File: src/rtl/fifo_mutex_with_waiter_queue_unit_assert.svh
// Assertion macros used by the waiter queue of the queued lock RTL.
// Depends on nothing; assertions vanish when SYNTHESIS is defined.
`ifndef FIFO_MUTEX_WITH_WAITER_QUEUE_UNIT_ASSERT_SVH
`define FIFO_MUTEX_WITH_WAITER_QUEUE_UNIT_ASSERT_SVH

`ifndef SYNTHESIS

// Property must hold at every clock edge outside reset.
`define FMWQ_ASSERT(label, clk, rst_n, prop, msg) \
	label: assert property (@(posedge clk) disable iff (!rst_n) (prop)) else $error(msg);

// Condition must never be true outside reset.
`define FMWQ_NEVER(label, clk, rst_n, cond, msg) \
	label: assert property (@(posedge clk) disable iff (!rst_n) !(cond)) else $error(msg);

`else

`define FMWQ_ASSERT(label, clk, rst_n, prop, msg)
`define FMWQ_NEVER(label, clk, rst_n, cond, msg)

`endif

`endif

File: src/rtl/fmwq_pkg.sv
// Types and constants for the FIFO queued mutex.
// Used by every module of the block; depends on nothing.
package fmwq_pkg;

	localparam int QUEUE_DEPTH = 16;
	localparam int QPTR_W = $clog2(QUEUE_DEPTH);
	localparam int QCNT_W = $clog2(QUEUE_DEPTH + 1);

	typedef enum logic [2:0] {
		OP_ACQUIRE = 3'd0,
		OP_RELEASE = 3'd1,
		OP_QUERY   = 3'd2,
		OP_RSET    = 3'd3,
		OP_RUNSET  = 3'd4
	} op_t;

	typedef enum logic [1:0] {
		ST_OK   = 2'd0,
		ST_WAIT = 2'd1,
		ST_FULL = 2'd2
	} status_t;

	typedef struct packed {
		logic [2:0]  operation;
		logic [31:0] txn_id;
		logic [31:0] batch_id;
		logic [7:0]  thread_id;
	} req_t;

	typedef struct packed {
		logic [1:0]  status;
		logic        section_free;
		logic        restart_valid;
		logic [31:0] restart_txn_id;
		logic [31:0] restart_batch_id;
		logic [7:0]  restart_thread_id;
	} rsp_t;

	// Commands from the lock logic to the waiter queue.
	typedef struct packed {
		logic        push;
		logic        pop;
		logic [31:0] txn;
		logic [31:0] batch;
	} qctl_t;

	// Status of the waiter queue seen by the lock logic.
	typedef struct packed {
		logic        empty;
		logic        full;
		logic [31:0] head_txn;
		logic [31:0] head_batch;
	} qstat_t;

endpackage

File: src/rtl/fmwq_waitq.sv
// Circular FIFO of waiting transactions and their batch ids.
// Depends on fmwq_pkg and the assertion macro header.
`include "fifo_mutex_with_waiter_queue_unit_assert.svh"

module fmwq_waitq
	import fmwq_pkg::*;
(
	input  logic   clk,
	input  logic   arst_n,
	input  qctl_t  ctl,
	output qstat_t stat
);

	logic [31:0]       txn_mem [QUEUE_DEPTH];
	logic [31:0]       batch_mem [QUEUE_DEPTH];
	logic [31:0]       head_txn_q;
	logic [31:0]       head_batch_q;
	logic [QPTR_W-1:0] head_q;
	logic [QPTR_W-1:0] tail_q;
	logic [QCNT_W-1:0] count_q;

	function automatic logic [QPTR_W-1:0] next_slot(input logic [QPTR_W-1:0] i);
		logic [QPTR_W-1:0] r;
		if (i == QPTR_W'(QUEUE_DEPTH - 1)) begin
			r = '0;
		end else begin
			r = i + QPTR_W'(1);
		end
		return r;
	endfunction

	// The head entry is kept in a register: it is loaded by a push into an empty
	// queue, and on a pop it takes the entry behind the one that leaves.
	always_ff @(posedge clk) begin
		if (ctl.push) begin
			txn_mem[tail_q]   <= ctl.txn;
			batch_mem[tail_q] <= ctl.batch;
		end
		if (ctl.push && (count_q == '0)) begin
			head_txn_q   <= ctl.txn;
			head_batch_q <= ctl.batch;
		end else if (ctl.pop) begin
			head_txn_q   <= txn_mem[next_slot(head_q)];
			head_batch_q <= batch_mem[next_slot(head_q)];
		end
	end

	always_ff @(posedge clk or negedge arst_n) begin
		if (!arst_n) begin
			head_q  <= '0;
			tail_q  <= '0;
			count_q <= '0;
		end else begin
			if (ctl.push) begin
				tail_q  <= next_slot(tail_q);
				count_q <= count_q + QCNT_W'(1);
			end else if (ctl.pop) begin
				head_q  <= next_slot(head_q);
				count_q <= count_q - QCNT_W'(1);
			end
		end
	end

	assign stat.empty      = (count_q == '0);
	assign stat.full       = (count_q == QCNT_W'(QUEUE_DEPTH));
	assign stat.head_txn   = head_txn_q;
	assign stat.head_batch = head_batch_q;

	`FMWQ_NEVER(a_push_full, clk, arst_n, ctl.push && stat.full, "push into a full waiter queue")
	`FMWQ_NEVER(a_pop_empty, clk, arst_n, ctl.pop && stat.empty, "pop from an empty waiter queue")
	`FMWQ_NEVER(a_push_pop, clk, arst_n, ctl.push && ctl.pop, "push and pop for the same item")
	`FMWQ_ASSERT(a_cnt_ptr, clk, arst_n, ctl.push |=> (tail_q != $past(tail_q)) && (count_q == $past(count_q) + QCNT_W'(1)), "tail or count did not advance on push")

endmodule

File: src/rtl/fmwq_lock.sv
// Owner register and per-item decision logic of the queued mutex.
// Depends on fmwq_pkg; drives the waiter queue through qctl_t.
module fmwq_lock
	import fmwq_pkg::*;
(
	input  logic   clk,
	input  logic   arst_n,
	input  logic   en,
	input  req_t   req,
	input  qstat_t qstat,
	output qctl_t  qctl,
	output rsp_t   rsp
);

	logic        held_q;
	logic [31:0] owner_q;
	logic        held_d;
	logic [31:0] owner_d;
	logic        push;
	logic        pop;
	logic        is_owner;

	assign is_owner = held_q && (owner_q == req.txn_id);

	always_comb begin
		held_d = held_q;
		owner_d = owner_q;
		push = 1'b0;
		pop = 1'b0;
		rsp = '0;
		rsp.status = ST_OK;
		rsp.section_free = !held_q;
		case (op_t'(req.operation))
			OP_ACQUIRE: begin
				if (!held_q) begin
					held_d = 1'b1;
					owner_d = req.txn_id;
				end else if (!is_owner) begin
					if (qstat.full) begin
						rsp.status = ST_FULL;
					end else begin
						push = 1'b1;
						rsp.status = ST_WAIT;
					end
				end
			end
			OP_RELEASE: begin
				if (is_owner) begin
					if (qstat.empty) begin
						held_d = 1'b0;
						owner_d = '0;
					end else begin
						// Hand the lock straight to the oldest waiter.
						pop = 1'b1;
						owner_d = qstat.head_txn;
						rsp.restart_valid = 1'b1;
						rsp.restart_txn_id = qstat.head_txn;
						rsp.restart_batch_id = qstat.head_batch;
						rsp.restart_thread_id = req.thread_id;
					end
				end
			end
			OP_RSET: begin
				if (!held_q) begin
					held_d = 1'b1;
					owner_d = req.txn_id;
				end
			end
			OP_RUNSET: begin
				held_d = 1'b0;
				owner_d = '0;
			end
			default: begin
			end
		endcase
	end

	assign qctl.push  = en && push;
	assign qctl.pop   = en && pop;
	assign qctl.txn   = req.txn_id;
	assign qctl.batch = req.batch_id;

	always_ff @(posedge clk or negedge arst_n) begin
		if (!arst_n) begin
			held_q  <= 1'b0;
			owner_q <= '0;
		end else if (en) begin
			held_q  <= held_d;
			owner_q <= owner_d;
		end
	end

endmodule

File: src/rtl/fifo_mutex_with_waiter_queue_unit.sv
// Top level of the FIFO queued mutex: input register, lock logic, result register.
// Depends on fmwq_pkg, fmwq_lock and fmwq_waitq.
//
// Each request is taken into an input register, decided against the owner register and
// the 16-entry waiter queue, and its single result is held in an output register. The
// block sustains one request per clock while results are picked up; a result is offered
// once its request has passed through both registers. The owner register is written once
// per request, a queue pointer at most once. A new request is taken while a result
// still waits to be picked up. No clearing pass follows reset; the block is ready at once.
module fifo_mutex_with_waiter_queue_unit
	import fmwq_pkg::*;
(
	input  logic clk,
	input  logic arst_n,
	input  logic req_valid,
	output logic req_ready,
	input  req_t req,
	output logic rsp_valid,
	input  logic rsp_ready,
	output rsp_t rsp
);

	req_t   req_s1;
	logic   req_valid_s1;
	logic   advance;
	rsp_t   rsp_d;
	rsp_t   rsp_q;
	logic   rsp_valid_q;
	qctl_t  qctl;
	qstat_t qstat;

	// The item in the input register moves on once the result register is free.
	assign advance   = req_valid_s1 && (!rsp_valid_q || rsp_ready);
	assign req_ready = !req_valid_s1 || advance;

	always_ff @(posedge clk or negedge arst_n) begin
		if (!arst_n) begin
			req_valid_s1 <= 1'b0;
		end else if (req_ready) begin
			req_valid_s1 <= req_valid;
		end
	end

	always_ff @(posedge clk) begin
		if (req_ready && req_valid) begin
			req_s1 <= req;
		end
	end

	fmwq_lock u_lock (
		.clk    (clk),
		.arst_n (arst_n),
		.en     (advance),
		.req    (req_s1),
		.qstat  (qstat),
		.qctl   (qctl),
		.rsp    (rsp_d)
	);

	fmwq_waitq u_waitq (
		.clk    (clk),
		.arst_n (arst_n),
		.ctl    (qctl),
		.stat   (qstat)
	);

	always_ff @(posedge clk or negedge arst_n) begin
		if (!arst_n) begin
			rsp_valid_q <= 1'b0;
		end else if (advance) begin
			rsp_valid_q <= 1'b1;
		end else if (rsp_ready) begin
			rsp_valid_q <= 1'b0;
		end
	end

	always_ff @(posedge clk) begin
		if (advance) begin
			rsp_q <= rsp_d;
		end
	end

	assign rsp_valid = rsp_valid_q;
	assign rsp       = rsp_q;

endmodule
File: config.mk
export PLATFORM = sky130hd
export DESIGN_NAME = fifo_mutex_with_waiter_queue_unit
export DESIGN_NICKNAME = d
export VERILOG_FILES = /design/src/rtl/fmwq_pkg.sv /design/src/rtl/fmwq_waitq.sv /design/src/rtl/fmwq_lock.sv /design/src/rtl/fifo_mutex_with_waiter_queue_unit.sv
export VERILOG_INCLUDE_DIRS = /design/src /design/src/rtl
export SDC_FILE = /design/constraint.sdc
export NUM_CORES = 1
export LEC_CHECK = 0
export BUFFER_PORTS_ARGS = -buffer_cell sky130_fd_sc_hd__buf_2
export CAP_MARGIN = 30
export CORE_ASPECT_RATIO = 0.6
export CORE_UTILIZATION = 56
export CTS_CLUSTER_DIAMETER = 200
export CTS_CLUSTER_SIZE = 30
export DETAILED_ROUTE_END_ITERATION = 6
export MAX_ROUTING_LAYER = met4
export PLACE_DENSITY = 0.79
export SLEW_MARGIN = 20
export SYNTH_ARGS = -nofsm -noshare
export SYNTH_HDL_FRONTEND = slang
export SYNTH_SLANG_ARGS = --single-unit
File: constraint.sdc
create_clock -name clk -period 19.9 [get_ports clk]
set_input_delay 2.985 -clock clk [delete_from_list [all_inputs] [get_ports clk]]
set_output_delay 2.985 -clock clk [all_outputs]
set_load 0.05 [all_outputs]
==> results of run 1 <==
cell families after synthesis:
kind of cell             after synthesis  synth area share (%)
multiplexers                         327                  12.5
adder cells (fa/ha/maj)                9                 0.242
XOR/XNOR                              40                 0.722
AO/OA/AOI/OAI                        291                  4.11
buffers and inverters                144                  1.41
flip-flops                          1287                  77.5
AND/OR/NAND/NOR                      350                  3.59
stage by stage:
step           power [mW]  hold slack (ns)
6_report             4.61            0.520
3_5_place_dp         3.46            0.496
3_3_place_gp         3.44            0.490
2_1_floorplan        3.34            0.457
4_1_cts              4.62            0.522
5_1_grt              4.73            0.543
power breakdown:
part / switching, mW / total, mW / leakage [nW] / internal [mW]
combinational: 0.176 / 0.273 / 4.62 / 0.0969
sequential: 0.0816 / 3.13 / 11.9 / 3.05
clock: 0.759 / 1.21 / 0.628 / 0.453
total: 1.02 / 4.61 / 17.1 / 3.60
routing by layer:
| layer | track usage (%) | part of all wire, % |
|---|---|---|
| met1 | 36.9 | 41 |
| met2 | 37.2 | 46 |
| met3 | 4.84 | 11 |
| met4 | 5.06 | 1.7 |
| met5 | - | 0 |
synthesized netlist by cell type (24+ instances only):
master / instances / area share [%]
mux2i_1: 40 / 0.81
dfrtp_1: 48 / 2.4
a21oi_1: 69 / 0.70
buf_2: 39 / 0.39
edfxtp_1: 1239 / 75
clkbuf_1: 70 / 0.53
mux4_2: 218 / 9.9
mux2_2: 35 / 0.79
o21ai_0: 34 / 0.34
mux2_4: 24 / 0.73
a21o_1: 25 / 0.38
xnor2_1: 37 / 0.65
nand2_1: 138 / 1.0
nor2_1: 32 / 0.24
and2_1: 74 / 0.93
a22o_1: 39 / 0.69
a22oi_1: 72 / 1.1
cells in the final DEF, fill, tap and decap left out, types with 24 or more instances in the layout:
cell type  instances
o21ai_0           34
buf_4             51
a21oi_1           68
dfrtp_1           47
nor2_1            28
mux2i_1           40
nand2_1          138
a22oi_1           72
buf_2            156
mux2_4            24
and2_1            73
a22o_1            39
xnor2_1           36
edfxtp_1        1239
clkbuf_16         48
mux2_2            35
a21o_1            25
mux4_2           218
cell type report:
class	instances	area share, %
Multi-Input combinational cell	1017	19.9
Clock buffer	66	2.38
Tap cell	1161	2.72
Timing Repair Buffer	223	2.90
Sequential cell	1287	71.9
Inverter	16	0.117
Clock inverter	3	0.0562
worst max-delay path, delay by kind of cell:
family	cells	cell delay, ns
buffers and inverters	2	0.34
and+or+nand+nor	1	0.19
flip-flops by register name (all words and copies together) (netlist names), 5 cells and up:
register and count:
req_s1 75, rsp 76, u_lock.owner_q 32, u_waitq.batch_mem 512, u_waitq.count_q 5, u_waitq.head_batch_q 32
u_waitq.head_txn_q 32, u_waitq.txn_mem 512
worst min path at each step:
stage                                     endpoint                           start  cells after the start  slack (ns)
floorplan                    rsp_valid$_DFFE_PN0P_        req_valid_s1$_DFFE_PN0N_                      1        0.46
global placement    u_lock.owner_q[28]$_DFFE_PN0P_  u_lock.owner_q[28]$_DFFE_PN0P_                      1        0.49
detailed placement  u_lock.owner_q[21]$_DFFE_PN0P_  u_lock.owner_q[21]$_DFFE_PN0P_                      1        0.50
CTS                 u_lock.owner_q[21]$_DFFE_PN0P_  u_lock.owner_q[21]$_DFFE_PN0P_                      1        0.52
global route        u_lock.owner_q[19]$_DFFE_PN0P_  u_lock.owner_q[19]$_DFFE_PN0P_                      1        0.54
finish              u_lock.owner_q[21]$_DFFE_PN0P_  u_lock.owner_q[21]$_DFFE_PN0P_                      1        0.52
==> impl_metrics.toml, run 1 <==
[timing]
drv_slew = 0
fin_tns_setup_ns = 0
rsz0062_at_grt = "no"
fin_ws_ns = 13.41
period_needed_ns = 6.49
setup_viol = 0
worst_pin_slew_ns = 1.00
relSlewSlack_pct = 33.1
clock_skew_ns = 0.0322
max_freq_ghz = 0.154
fin_crit_sh_pct = 32.6
hold_violations = 0

[place]
io_buffers = 156
dp_worst_setup_slack_ns = 13.22
gp_congestion = 0.843
placed_cell_area_um2 = 52000
dp_hpwl_um = 63400
dp.cells = 3699

[worst_setup_path]
startpoint_type = "input port"
r2r_end = "u_waitq.head_batch_q[1]$_DFFE_PP_"
critPathCaptureType = "output port"
rr_worst_depth = 11
crit_slowest_cell = "buf_2"
reg2reg_slack_ns = 14.68
critPathLaunch = "rsp_ready"
crit_end = "req_ready"
cpPeakStageDelay_ns = 0.24
timing.rr.start = "u_waitq.head_q[0]$_DFFE_PN0P_"
worst_ep_arrival_time_ns = 3.51
cp_common_cell = "buf_2"
cp_cell_sequence = "buf_2 > nand3b_1 > buf_2"
critPathMaxFanout = 3
critPathRequiredTime_ns = 16.91
path_class = "in -> out"

[outcome]
status = "finished, violations left"
failed_checks = "design-rule violations"

[die]
initial_core_util_pct = 56.6
die_h_um = 232
dieArea_um2 = 89800
die_x_um = 386
ioPinCount = 157
placementRows = 84
coreArea_um2 = 87700

[yosys]
synthArstFlopShare_pct = 3.73
ys_ff_latch = 1287
synth_edf_count = 1239
synth.avg_cell_area_um2 = 20.3
synth-main-ff-cell = "edfxtp_1"
synthCells = 2448
netlist_area_um2 = 49600
syn_nets = 2536
ys_types = 67
synth_seq_area_share_pct = 77.5
yosys_warnings = 0

[layout]
num-fill-cells = 5914
multi_input_area_um2 = 10600
antenna_cells = 0
nNetsFinal = 2681
fin_area_um2 = 53400
drive_above_1_share_pct = 22.7
syn_to_final_growth_pct = 7.73
final_util_pct = 60.9
seq_area_um2 = 38400
fin_cells = 3773

[drt]
drt_wl_total_um = 109000
viasPerCell = 6.50
vias = 24530
drtPass1Iterations = 7
drt_iter0_markers = 3574
wl_per_cell_um = 28.9
drc = 2
antenna_left = 0

[pwr]
peakVddDrop_v = 0.0000704
p_leak_nw = 17.1
power_density_nw_per_um2 = 86.4

[clocking]
cts_resized = 0
clk_latency_ns = 0.68
cts_root_buf = "clkbuf_16"
post_cts.repair.setup_buffers = 0
clk_pin_slew_ns = 0.11
cts_buffer_depth = 3
cts_tree = "done"
htreeDepth = 2
ctsHoldBuffers = 0
cts-buffers-inserted = 48
cts_num_sinks = 1287

[global_route]
grt_usage_pct = 25.1
grt_pass1_vias = 24313
antenna_found_initial = 0
grt_max_degree = 118
overflow = 0
grt_pass1_wl_um = 159000

[job]
drv_cap = 0

[worst_hold_path]
hold_path.class = "reg -> reg"
(Power assumes the default switching activity.)
==> run 2, diff against run 1 <==
==> constraint.sdc (replaced) <==
create_clock -name clk -period 6.05 [get_ports clk]
set_input_delay 0.9075 -clock clk [delete_from_list [all_inputs] [get_ports clk]]
set_output_delay 0.9075 -clock clk [all_outputs]
set_load 0.05 [all_outputs]
==> run 2 against run 1 <==
  * The run now ends clean
  * First-iteration DRC count down 2.1%
  * Die area unchanged
  * Sequential cell count unchanged
  * Core utilization up 0.096 points
  * Power rose to 3.3 times the previous value
  * Critical path type is now reg -> reg
  * Critical endpoint is now u_waitq.count_q[4]$_DFFE_PN0P_
  * Largest power group unchanged
==> impl_metrics.toml, run 2 (same netlist as run 1, synthesis figures left out) <==
[clocking]
cts_resized = 0
post_cts.repair.setup_buffers = 0
cts_num_sinks = 1287
cts-buffers-inserted = 48
cts_tree = "done"
ctsHoldBuffers = 0
clk_latency_ns = 0.67
clk_pin_slew_ns = 0.11
cts_root_buf = "clkbuf_16"
htreeDepth = 2
cts_buffer_depth = 3

[worst_setup_path]
rr_worst_depth = 13
critPathMaxFanout = 19
cpPeakStageDelay_ns = 0.64
startpoint_type = "flop"
critPathLaunch = "req_s1[68]$_DFFE_PP_"
crit_slowest_cell = "edfxtp_1"
crit_end = "u_waitq.count_q[4]$_DFFE_PN0P_"
cp.depth = 13
path_buf_inv = 1
critPathRequiredTime_ns = 6.59
cp_cell_sequence = "xnor2_1 > nand4_1 > or4_4 > nor3_4 > nor2_2 > inv_1 > ha_1 > nor2b_1 > o21ai_0 > nand2b_1 > nand3_1 > o22ai_1 > xor2_1"
critPathCaptureType = "flop"
reg2reg_slack_ns = 1.88
r2r_end = "u_waitq.count_q[4]$_DFFE_PN0P_"
worst_ep_arrival_time_ns = 4.72
timing.rr.start = "req_s1[68]$_DFFE_PP_"
crit_family = "simple AND/OR/NAND/NOR gates"
path_class = "reg -> reg"

[layout]
final_util_pct = 61.0
final_common_cell = "edfxtp_1"
antenna_cells = 0
num-fill-cells = 5971
nNetsFinal = 2681
syn_to_final_growth_pct = 7.90
drive_above_1_share_pct = 22.6
final_cell_mix = "edfxtp_1 (1239), mux4_2 (218), buf_2 (156)"

[die]
die_h_um = 232
ioPinCount = 157
coreArea_um2 = 87700
die_x_um = 386
initial_core_util_pct = 56.6
placementRows = 84
dieArea_um2 = 89800

[timing]
drv_slew = 0
fin_crit_sh_pct = 68.9
fin_ws_ns = 1.88
rsz0062_at_grt = "no"
hold_violations = 0
setup_viol = 0
worst_pin_slew_ns = 0.947
relSlewSlack_pct = 36.7
max_freq_ghz = 0.240
period_needed_ns = 4.17
clock_skew_ns = 0.0220

[place]
io_buffers = 156
dp_worst_setup_slack_ns = 1.61
dp_hpwl_um = 64600
gp_congestion = 0.865

[worst_hold_path]
hold_path.class = "in -> async"

[drt]
viasPerCell = 6.51
drt_wl_total_um = 110000
drtPass1Iterations = 6
wl_per_cell_um = 29.1
antenna_left = 0
drt_iter0_markers = 3498
drc = 0
vias = 24686

[global_route]
grt_pass1_vias = 24372
grt_usage_pct = 25.3
grt_pass1_wl_um = 160000
antenna_found_initial = 0
overflow = 0
grt_max_degree = 97

[outcome]
status = "complete, no violations"

[pwr]
peakVddDrop_v = 0.000216
power_density_nw_per_um2 = 287
p_leak_nw = 17.1
design_power_total_mw = 15.3

[job]
drv_cap = 0
-- run 2: how the worst min path moves through the flow --
stage / start / endpoint / slack [ns]
floorplan: req_valid_s1$_DFFE_PN0N_ / rsp_valid$_DFFE_PN0P_ / 0.46
global placement: req_valid_s1$_DFFE_PN0N_ / rsp_valid$_DFFE_PN0P_ / 0.48
detailed placement: req_valid_s1$_DFFE_PN0N_ / rsp_valid$_DFFE_PN0P_ / 0.50
CTS: req[59] / req_s1[59]$_DFFE_PP_ / 0.38
global route: req[11] / req_s1[11]$_DFFE_PP_ / 0.38
finish: arst_n / rsp_valid$_DFFE_PN0P_ / 0.40
-- run 2: per-layer routing --
layer,wire (µm),GRT usage [%]
met5,0,-
met4,2650,5.99
met3,11700,5.82
met2,50500,37.3
met1,45400,36.3
-- run 2: final cells by class --
type | count | area [µm²] | share of cell area, %
Clock buffer | 86 | 1370 | 2.55
Multi-Input combinational cell | 1017 | 10600 | 19.9
Clock inverter | 3 | 22.5 | 0.0421
Timing Repair Buffer | 223 | 1530 | 2.87
Inverter | 16 | 62.6 | 0.117
Sequential cell | 1287 | 38400 | 71.8
Tap cell | 1161 | 1450 | 2.72
-- run 2: metrics by stage --
stage	instances	TNS, ns	hold WS [ns]	instance area [µm²]
after global routing	3793	0	0.380	53500
after CTS	3788	0	0.376	53400
after detailed placement	3699	0	0.499	52000
after global placement	3694	0	0.479	51900
after floorplan	2448	-35.11	0.457	49600
final	3793	0	0.401	53500
-- run 2: report_power, final --
group / total [mW] / leakage [nW] / switching (mW) / internal (mW)
sequential: 10.3 / 11.9 / 0.281 / 10.0
clock: 4.09 / 0.661 / 2.53 / 1.56
combinational: 0.941 / 4.61 / 0.624 / 0.317
total: 15.3 / 17.1 / 3.43 / 11.9
-- run 2: worst reg2reg max path, stage by stage (launching register included) --
cell	delay, ns
edfxtp_1	0.64
xnor2_1	0.53
nand4_1	0.25
or4_4	0.61
nor3_4	0.35
nor2_2	0.22
inv_1	0.17
ha_1	0.29
nor2b_1	0.16
o21ai_0	0.28
nand2b_1	0.16
nand3_1	0.12
o22ai_1	0.09
xor2_1	0.17
